File: src/sv/dqn_pkg.sv
`default_nettype none
// ----------------------------------------------------------------------------
// dqn_pkg
// shared types and constants of the dns query name extractor
// ----------------------------------------------------------------------------
package dqn_pkg;

    localparam int MAX_NAME_CHARS_DEF = 256;
    localparam int HDR_BYTES          = 12;
    localparam int HDR_POS_W          = 4;
    localparam int NAME_LEN_W         = 9;
    localparam int QDEPTH             = 4;
    localparam int QPTR_W             = 2;
    localparam int QCNT_W             = 3;

    localparam logic [7:0] QCOUNT_HI_POS = 8'd4;
    localparam logic [7:0] QCOUNT_LO_POS = 8'd5;
    localparam logic [7:0] DOT_CHAR      = 8'h2e;
    localparam logic [7:0] TYPE_LAST_LOW = 8'd17;
    localparam logic [7:0] TYPE_AAAA     = 8'd28;
    localparam logic [7:0] TYPE_HTTPS    = 8'd65;

    localparam logic KIND_CHAR    = 1'b0;
    localparam logic KIND_VERDICT = 1'b1;

    localparam logic [2:0] V_OK           = 3'd0;
    localparam logic [2:0] V_TOO_SHORT    = 3'd1;
    localparam logic [2:0] V_NO_QUESTION  = 3'd2;
    localparam logic [2:0] V_UNTERMINATED = 3'd3;
    localparam logic [2:0] V_TYPE_REJECT  = 3'd4;
    localparam logic [2:0] V_TOO_LONG     = 3'd5;

    typedef struct packed {
        logic                  kind;
        logic [7:0]            name_char;
        logic [2:0]            verdict_code;
        logic [7:0]            query_type_low;
        logic [NAME_LEN_W-1:0] name_length;
    } result_t;

    typedef struct packed {
        logic    char_vld;
        logic    verd_vld;
        result_t char_res;
        result_t verd_res;
    } push_t;

endpackage
`default_nettype wire

File: src/sv/dqn_parser.sv
`default_nettype none
// ----------------------------------------------------------------------------
// dqn_parser
// per-word header skip, label walk and verdict decision
// ----------------------------------------------------------------------------
module dqn_parser
    import dqn_pkg::*;
#(
    parameter int MAX_NAME_CHARS = MAX_NAME_CHARS_DEF
)
(
    input  wire logic       clk,
    input  wire logic       rst_n,
    input  wire logic       accept,
    input  wire logic [7:0] payload_byte,
    input  wire logic       final_byte,
    output push_t           push
);

    localparam int CW = $clog2(MAX_NAME_CHARS + 1);

    typedef enum logic [2:0] {
        PH_HEADER,
        PH_LEN,
        PH_DATA,
        PH_TAIL,
        PH_DONE
    } phase_t;

    phase_t                 phase_reg, phase_next, phase_upd;
    logic [HDR_POS_W-1:0]   pos_reg, pos_next;
    logic [7:0]             left_reg, left_next;
    logic [CW-1:0]          chars_reg, chars_next;
    logic                   qp_reg, qp_next;
    logic                   fld_reg, fld_next;
    logic                   tail_reg, tail_next;
    logic [7:0]             type_reg, type_next;
    logic                   ovf_reg, ovf_next;

    logic                   hdr_short;
    logic                   emit_req;
    logic                   emit;
    logic [7:0]             emit_ch;
    logic [2:0]             code;
    logic                   type_ok;
    logic [CW+NAME_LEN_W-1:0] len_wide;

    always_comb
    begin
        phase_upd  = phase_reg;
        pos_next   = pos_reg;
        left_next  = left_reg;
        chars_next = chars_reg;
        qp_next    = qp_reg;
        fld_next   = fld_reg;
        tail_next  = tail_reg;
        type_next  = type_reg;
        ovf_next   = ovf_reg;
        hdr_short  = 1'b0;
        emit_req   = 1'b0;
        emit       = 1'b0;
        emit_ch    = payload_byte;

        unique case (phase_reg)
            PH_HEADER:
            begin
                if (((8'(pos_reg) == QCOUNT_HI_POS) || (8'(pos_reg) == QCOUNT_LO_POS))
                    && (payload_byte != 8'd0))
                begin
                    qp_next = 1'b1;
                end
                if (pos_reg == HDR_POS_W'(HDR_BYTES - 1))
                begin
                    phase_upd = qp_next ? PH_LEN : PH_DONE;
                end
                else
                begin
                    hdr_short = 1'b1;
                end
                pos_next = pos_reg + HDR_POS_W'(1);
            end
            PH_LEN:
            begin
                if (payload_byte == 8'd0)
                begin
                    phase_upd = PH_TAIL;
                    tail_next = 1'b0;
                end
                else
                begin
                    emit_req  = fld_reg;
                    emit_ch   = DOT_CHAR;
                    fld_next  = 1'b1;
                    left_next = payload_byte;
                    phase_upd = PH_DATA;
                end
            end
            PH_DATA:
            begin
                emit_req  = 1'b1;
                left_next = left_reg - 8'd1;
                if (left_next == 8'd0)
                begin
                    phase_upd = PH_LEN;
                end
            end
            PH_TAIL:
            begin
                if (tail_reg)
                begin
                    type_next = payload_byte;
                    phase_upd = PH_DONE;
                end
                else
                begin
                    tail_next = 1'b1;
                end
            end
            PH_DONE:
            begin
            end
            default:
            begin
            end
        endcase

        if (emit_req)
        begin
            if (chars_reg >= CW'(MAX_NAME_CHARS))
            begin
                ovf_next = 1'b1;
            end
            else
            begin
                emit       = 1'b1;
                chars_next = chars_reg + CW'(1);
            end
        end

        type_ok = (type_next <= TYPE_LAST_LOW) || (type_next == TYPE_AAAA)
                  || (type_next == TYPE_HTTPS);

        if (hdr_short)
            code = V_TOO_SHORT;
        else if (!qp_next)
            code = V_NO_QUESTION;
        else if (ovf_next)
            code = V_TOO_LONG;
        else if (phase_upd != PH_DONE)
            code = V_UNTERMINATED;
        else if (!type_ok)
            code = V_TYPE_REJECT;
        else
            code = V_OK;

        len_wide = (CW+NAME_LEN_W)'(chars_next);

        push.char_vld                = accept && emit;
        push.char_res.kind           = KIND_CHAR;
        push.char_res.name_char      = emit_ch;
        push.char_res.verdict_code   = V_OK;
        push.char_res.query_type_low = 8'd0;
        push.char_res.name_length    = '0;

        push.verd_vld                = accept && final_byte;
        push.verd_res.kind           = KIND_VERDICT;
        push.verd_res.name_char      = 8'd0;
        push.verd_res.verdict_code   = code;
        push.verd_res.query_type_low = type_next;
        push.verd_res.name_length    = len_wide[NAME_LEN_W-1:0];

        phase_next = phase_upd;
        if (final_byte)
        begin
            phase_next = PH_HEADER;
            pos_next   = '0;
            left_next  = 8'd0;
            chars_next = '0;
            qp_next    = 1'b0;
            fld_next   = 1'b0;
            tail_next  = 1'b0;
            type_next  = 8'd0;
            ovf_next   = 1'b0;
        end
    end

    always_ff @(posedge clk or negedge rst_n)
    begin
        if (!rst_n)
        begin
            phase_reg <= PH_HEADER;
            pos_reg   <= '0;
            left_reg  <= 8'd0;
            chars_reg <= '0;
            qp_reg    <= 1'b0;
            fld_reg   <= 1'b0;
            tail_reg  <= 1'b0;
            type_reg  <= 8'd0;
            ovf_reg   <= 1'b0;
        end
        else if (accept)
        begin
            phase_reg <= phase_next;
            pos_reg   <= pos_next;
            left_reg  <= left_next;
            chars_reg <= chars_next;
            qp_reg    <= qp_next;
            fld_reg   <= fld_next;
            tail_reg  <= tail_next;
            type_reg  <= type_next;
            ovf_reg   <= ovf_next;
        end
    end

`ifndef SYNTHESIS
    a_chars_bound: assert property (@(posedge clk) disable iff (!rst_n)
        chars_reg <= CW'(MAX_NAME_CHARS))
        else $error("name character count beyond bound");
    a_final_clears: assert property (@(posedge clk) disable iff (!rst_n)
        (accept && final_byte) |=> (phase_reg == PH_HEADER) && (chars_reg == '0))
        else $error("state not cleared after final word");
    a_char_room: assert property (@(posedge clk) disable iff (!rst_n)
        push.char_vld |-> (chars_reg < CW'(MAX_NAME_CHARS)))
        else $error("character emitted past name bound");
`endif

endmodule
`default_nettype wire

File: src/sv/dqn_result_queue.sv
`default_nettype none
// ----------------------------------------------------------------------------
// dqn_result_queue
// four-entry result queue taking up to two results per cycle
// ----------------------------------------------------------------------------
module dqn_result_queue
    import dqn_pkg::*;
(
    input  wire logic  clk,
    input  wire logic  rst_n,
    input  wire push_t push,
    output logic       room,
    output logic       out_valid,
    input  wire logic  out_ready,
    output result_t    head
);

    result_t             mem_reg [QDEPTH];
    logic [QPTR_W-1:0]   wr_ptr_reg, rd_ptr_reg;
    logic [QCNT_W-1:0]   cnt_reg, cnt_next;
    logic [QCNT_W-1:0]   n_push;
    logic                pop;
    result_t             first_res;
    logic [QPTR_W-1:0]   wr_ptr_1;

    assign room      = cnt_reg <= QCNT_W'(QDEPTH - 2);
    assign out_valid = cnt_reg != '0;
    assign pop       = out_valid && out_ready;
    assign head      = mem_reg[rd_ptr_reg];
    assign n_push    = QCNT_W'(push.char_vld) + QCNT_W'(push.verd_vld);
    assign first_res = push.char_vld ? push.char_res : push.verd_res;
    assign wr_ptr_1  = wr_ptr_reg + QPTR_W'(1);
    assign cnt_next  = cnt_reg + n_push - QCNT_W'(pop);

    always_ff @(posedge clk or negedge rst_n)
    begin
        if (!rst_n)
        begin
            wr_ptr_reg <= '0;
            rd_ptr_reg <= '0;
            cnt_reg    <= '0;
        end
        else
        begin
            wr_ptr_reg <= wr_ptr_reg + QPTR_W'(n_push);
            if (pop)
            begin
                rd_ptr_reg <= rd_ptr_reg + QPTR_W'(1);
            end
            cnt_reg <= cnt_next;
        end
    end

    always_ff @(posedge clk)
    begin
        if (n_push != '0)
        begin
            mem_reg[wr_ptr_reg] <= first_res;
        end
        if (push.char_vld && push.verd_vld)
        begin
            mem_reg[wr_ptr_1] <= push.verd_res;
        end
    end

`ifndef SYNTHESIS
    a_cnt_bound: assert property (@(posedge clk) disable iff (!rst_n)
        cnt_reg <= QCNT_W'(QDEPTH))
        else $error("result queue overfilled");
    a_pair_room: assert property (@(posedge clk) disable iff (!rst_n)
        (push.char_vld && push.verd_vld) |-> (cnt_reg <= QCNT_W'(QDEPTH - 2)))
        else $error("two results pushed without room");
    a_cnt_track: assert property (@(posedge clk) disable iff (!rst_n)
        ((n_push != '0) && !pop) |=> (cnt_reg == $past(cnt_reg) + $past(n_push)))
        else $error("queue fill count lost a push");
`endif

endmodule
`default_nettype wire

File: src/sv/dns_query_name_extractor_top.sv
`default_nettype none
// ----------------------------------------------------------------------------
// dns_query_name_extractor_top
// extracts the first dns question name as dotted text and gives a verdict
//
// input channel in_valid/in_ready carries one message word (payload_byte,
// final_byte) per handshake, message offset zero first
// output channel out_valid/out_ready carries one result per handshake:
// name characters, then a verdict with end_of_run set on the final word
// each result is registered in the result queue when its word is accepted
// throughput: one word per cycle while in_ready is high; a final word that
// also yields a character produces two results, one per output handshake
// in_ready is high while the four-entry result queue has at least two free slots,
// so a stalled receiver fills the queue and then holds off the sender
// reset clears the parser to the header state and empties the queue;
// after each verdict the parser returns to the header state by itself
// ----------------------------------------------------------------------------
module dns_query_name_extractor_top
    import dqn_pkg::*;
#(
    parameter int MAX_NAME_CHARS = MAX_NAME_CHARS_DEF
)
(
    input  wire logic                  clk,
    input  wire logic                  rst_n,
    input  wire logic                  in_valid,
    output logic                       in_ready,
    input  wire logic [7:0]            payload_byte,
    input  wire logic                  final_byte,
    output logic                       out_valid,
    input  wire logic                  out_ready,
    output logic                       result_kind,
    output logic [7:0]                 name_char,
    output logic [2:0]                 verdict_code,
    output logic [7:0]                 query_type_low,
    output logic [NAME_LEN_W-1:0]      name_length,
    output logic                       end_of_run
);

    logic    accept;
    push_t   push;
    result_t head;

    assign accept = in_valid && in_ready;

    dqn_parser #(
        .MAX_NAME_CHARS (MAX_NAME_CHARS)
    ) u_parser (
        .clk          (clk),
        .rst_n        (rst_n),
        .accept       (accept),
        .payload_byte (payload_byte),
        .final_byte   (final_byte),
        .push         (push)
    );

    dqn_result_queue u_queue (
        .clk       (clk),
        .rst_n     (rst_n),
        .push      (push),
        .room      (in_ready),
        .out_valid (out_valid),
        .out_ready (out_ready),
        .head      (head)
    );

    assign result_kind    = head.kind;
    assign name_char      = head.name_char;
    assign verdict_code   = head.verdict_code;
    assign query_type_low = head.query_type_low;
    assign name_length    = head.name_length;
    assign end_of_run     = head.kind;

endmodule
`default_nettype wire
File: config.mk
export PLATFORM = sky130hd
export DESIGN_NAME = dns_query_name_extractor_top
export DESIGN_NICKNAME = d
export VERILOG_FILES = /design/src/sv/dqn_pkg.sv /design/src/sv/dqn_parser.sv /design/src/sv/dqn_result_queue.sv /design/src/sv/dns_query_name_extractor_top.sv
export SDC_FILE = /design/constraint.sdc
export NUM_CORES = 1
export LEC_CHECK = 0
export BUFFER_PORTS_ARGS = -buffer_cell sky130_fd_sc_hd__buf_4
export CORE_MARGIN = 2
export CORE_UTILIZATION = 45
export DETAILED_ROUTE_END_ITERATION = 16
export PLACE_DENSITY = 0.64
export SYNTH_ARGS = -nofsm -noshare
export SYNTH_HDL_FRONTEND = slang
export SYNTH_HIERARCHICAL = 1
export SYNTH_SLANG_ARGS = --single-unit
File: constraint.sdc
create_clock -name clk -period 6.6 [get_ports clk]
set_input_delay 0 -clock clk [delete_from_list [all_inputs] [get_ports clk]]
set_output_delay 0 -clock clk [all_outputs]
set_load 0.005 [all_outputs]
=== Yosys cells after proc, flatten, opt, wreduce, memory -nomap -nowiden ===
Memories as Yosys holds them, arrays and structs flattened.
Index checks and enable logic that the tools add are counted.

* Add/subtract/negate cells: 9
* Magnitude comparators: 3
* Equality and inequality tests: 12
* Multiplexer cells: 49
* Reductions and logical operators: 23

{| class="wikitable"
|+ Operators with widths
! operator !! count
|-
| 8-bit 2-to-1 mux || 7
|-
| 3-bit 2-to-1 mux || 10
|-
| 29-bit 2-to-1 mux || 1
|-
| 9-bit 2-to-1 mux || 3
|-
| 1-bit 2-to-1 mux || 22
|-
| 8-bit logical NOT || 2
|-
| 8-bit one-hot mux with 2 select lines || 1
|-
| 3-bit one-hot mux with 4 select lines || 1
|-
| 3-bit nonzero test || 4
|-
| 9-bit by 1-bit adder with 9-bit output, second input constant || 1
|-
| 9-bit greater-or-equal comparator, second input constant || 1
|-
| 3-bit AND reduction || 3
|-
| 4-bit by 3-bit equality test with 1-bit output, second input constant || 2
|-
| 8-bit by 5-bit equality test with 1-bit output, second input constant || 1
|-
| 8-bit by 7-bit equality test with 1-bit output, second input constant || 1
|-
| 8-bit by 5-bit less-or-equal comparator with 1-bit output, second input constant || 1
|-
| 4-bit 2-to-1 mux || 2
|-
| 8-bit nonzero test || 1
|-
| 8-bit by 1-bit subtractor with 8-bit output, second input constant || 1
|-
| 3-bit by 2-bit equality test with 1-bit output, second input constant || 2
|-
| 1-bit logical AND || 6
|-
| 3-bit inequality test, second input constant || 2
|-
| 2-bit by 1-bit adder with 2-bit output, second input constant || 2
|-
| 4-bit by 1-bit adder with 4-bit output, second input constant || 1
|-
| 14 further kinds || 18
|}

* Flip-flop bits (word level): 43
* Memory bits (writable): 116
* Input port bits: 13
* Output and inout port bits: 32
* Word-level logic and storage cells: 109
* Memories: 1

{| class="wikitable"
|+ Memories
! memory !! depth !! width !! rd ports !! clocked after Yosys merged registers in !! wr ports !! line !! source
|-
| u_queue.mem_reg || 4 || 29 || 1 || 0 || 2 || dqn_result_queue.sv:18 || <nowiki>result_t mem_reg [QDEPTH];</nowiki>
|}

=== Depth between registers and ports, before layout ===
* Word-level depth: 14
* Mapped depth: 17
* Depth with buffers taken out: 14

=== Cells and area by module ===
The synthesis kept the hierarchy.

{| class="wikitable"
|+ Modules (own cells, without submodules)
! module !! times used !! cells an instance !! area each (µm²)
|-
| dqn_result_queue || 1 || 466 || 6530.0
|-
| dqn_parser || 1 || 325 || 2790.2
|-
| dns_query_name_extractor_top || 1 || 2 || 13.8
|}

=== Worst setup path before layout ===
Ideal clock, no wire load.

* Kind: register to register
* Start point: register u_queue.cnt_reg[0]
* End point: memory u_queue/mem_reg[3][0] (netlist name) (enable)
* Setup time: 460 ps
* Data arrival time: 4480 ps
* Required time: 6140 ps
* Setup slack: 1660 ps
* Cell stages (with the launch flop): 12
* Buffers on the path: 4
* Cells stage by stage: dfrtp_1 a21oi_1 and2_1 clkbuf_1 clkbuf_1 and2_1 buf_2 buf_2 inv_1 ha_1 nand2b_1 a21boi_0

{| class="wikitable"
|+ RTL lines
! item !! line !! source
|-
| from (decl) || dqn_result_queue.sv:20 || <nowiki>logic [QCNT_W-1:0] cnt_reg, cnt_next;</nowiki>
|-
| from (signal assigned) || dqn_result_queue.sv:50 || <nowiki>cnt_reg <= cnt_next;</nowiki>
|-
| to (decl) || dqn_result_queue.sv:18 ||
|}

==> results.md <==
- Status: finished clean
- DR vias: 6829
- Max Cap Viol: 0
- Drt wl/cell: between 20 and 25 um
- Worst Path Required: 6650 ps
- Tmin final: around 4500 ps
- Antenna violations before repair: 0
- Register area share after synthesis: between 40% and 50%
- Num CTS Buffers: 17
- Worst Setup Start Kind: flip-flop
- P&R area growth vs syn: 11.0%
- Initial detailed-routing violation count: 643
- Layout cells sized above 1: between 10% and 20%
- Synth top area share: 37.3%
- # nets final: 843
- PortBufs: between 40 and 50
- Post-DP HPWL: 14.5 mm
- Postcts setup bufs: 0
- Max reg flops: 116
- Worst slew pin tran: 1140 ps
- Max FO, Critical Path: 60
- Distinct cells, synth: 73
- Die Wd: 148 um
- Cell Area, Synth: 0.00933 mm^2
- Async set or reset register ratio after synthesis: 27.0%
- Synth Area per Inst: 11.8 um^2
- CTS HTree Levels: 4
- Static Leakage: 3.75 nW
- Synth top area cells: edfxtp_1 37%, dfrtp_1 12%, o221ai_1 10%
- Post-placement cell count: 1056
- Unrepaired setup endpoints after global routing: no
- Clock skew: 6.98 ps
- Worst Path Arrival: 4540 ps
- Clock-pin slew on the worst setup and hold paths: 60 ps
- Sum Neg Setup Slack: 0 ps
- Pwr per Cell Area: 407 mW/mm^2
- Cell Rows: 52
- Antenna-violating nets left: 0
- Drt first pass iters: 6
- Clock Tree Buf Depth: 2
- Die height: between 100 and 150 um
- Yosys top cell by area: edfxtp_1
- Clk sinks: about 160
- GRT overflow: 0
- Final WL: approximately 23 mm
- Fin crit share: between 60% and 70%
- Peak supply drop: around 240 uV
- Kind of critical path: flip-flop to flip-flop
- Largest net degree at the start of global routing: 67
- Die area: 0.0219 mm^2
- I/O Pins: 45
- Number of synthesized flops with an enable pin: 116
- Mapped Cells: 793
- Vias in the first global route: 6845
- Crit. End Element: flip-flop
- Worst skew pair latency: 430 ps
- # setup viols final: 0
- Max-Slew Margin vs Limit: 23.8%
- Final Hold Viols: 0
- # diodes: 0
- TritonCTS clock tree: done
- GP Congestion: 0.869
- Seq cells post-synth: 159
- Finished Layout Cells: roughly 1100
- First-pass GRT wire length: around 36 mm
- Root buffer cell: clkbuf_16
- # hold bufs at CTS: 11
- Starting Density: between 40% and 50%
- # DRC: 0
- Mean number of vias per cell: 6.21
- Fmax: around 0.22 GHz
- Resized cells post-CTS: 0
- Syn. warnings: 6
- Max-slew violations: 0
- Core box area: 0.0203 mm^2
- Hold WC Path Type: input port to async pin
- Main synth FF type: edfxtp_1
- Total GRT Usage: a little over a fifth
## layout by cell type, fill, tap and decap left out, types with 13 or more instances in the layout
cell type | Yosys | final
nand2_1 | 81 | 80
buf_4 | 42 | 56
o221ai_1 | 107 | 107
dfrtp_1 | 43 | 40
clkbuf_16 | 0 | 17
conb_1 | 2 | 30
edfxtp_1 | 116 | 116
nand2b_1 | 66 | 65
ha_1 | 13 | 13
inv_1 | 26 | 26
mux4_2 | 29 | 29
o21ai_0 | 29 | 29
nor2_1 | 26 | 26
## where the power goes
group | switching (mW) | internal (mW)
clock network | 0.398 | 0.595
registers | 0.161 | 1.37
logic | 0.924 | 0.766
total | 1.48 | 2.73
## metal layers
| metal | wire, um | vias up | GRT usage [%] |
|---|---|---|---|
| li1 | - | 3117 | - |
| met1 | 9520 | 3424 | 29.0 |
| met2 | 11300 | 258 | 35.7 |
| met3 | 1360 | 30 | 3.55 |
| met4 | 338 | 0 | 7.05 |
| met5 | 0 | - | 0 |
## kinds of logic after synthesis
kind of cell             share of synthesized area [%]
buffers and inverters                             7.23
AO/OA/AOI/OAI                                     19.2
flip-flops                                        48.8
multiplexers                                      8.15
other                                           0.0805
AND/OR/NAND/NOR                                   13.0
adder cells (fa/ha/maj)                           1.96
XOR/XNOR                                          1.50
## worst max-delay path, cell delays in order, from the launching register on
cell and delay [ps]:
dfrtp_1 520, inv_1 170, or3_1 640, a21oi_2 410, and2_1 180, buf_4 450, ha_1 440, and3_1 210
buf_4 360, or2_2 720
## area by class of cell
class / count / area, um^2
Clock inverter: 14 / 165
Tap cell: 270 / 338
Clock buffer: 18 / 429
Inverter: 26 / 97.6
Sequential cell: 159 / 4560
Timing Repair Buffer: 67 / 531
Multi-Input combinational cell: 545 / 4240
Fill cell: 1786 / 9940
## metrics by stage
step                      power [mW]  hold slack (ps)  setup slack [ps]  area, um^2  util [%]
final                           4.22              104              2110       10400      51.0
after global routing            4.48              146              1800       10400      51.0
after CTS                       4.23              108              2120       10400      51.0
after detailed placement        3.23             28.0              2150        9660      47.6
after global placement          3.17             25.7              2340        9660      47.6
after floorplan                 2.71             -296              1660        9440         -
## final timing paths
kind	depth (start not counted)	start	slack, ps	endpoint
max	9	u_parser/phase_reg[1]	2110	u_queue/mem_reg[0][10]
max in group asynchronous	2	rst_n	6090	u_queue/wr_ptr_reg[1]
max reg2reg	9	u_parser/phase_reg[1]	2110	u_queue/mem_reg[0][10]
min reg2reg	1	u_parser/type_reg[1]	500	u_parser/type_reg[1]
min in group clk	4	in_valid	420	u_parser/chars_reg[4]
min	2	rst_n	100	u_parser/pos_reg[0]
## Yosys cell counts, types with 12 or more instances
cell,n
nand2b_1,66
nand2_1,81
edfxtp_1,116
dfrtp_1,43
mux4_2,29
a21oi_1,12
buf_4,42
ha_1,13
clkbuf_1,21
o221ai_1,107
o21ai_0,29
buf_2,20
inv_1,26
nor2_1,26
Power figures use the tool's default switching activity.
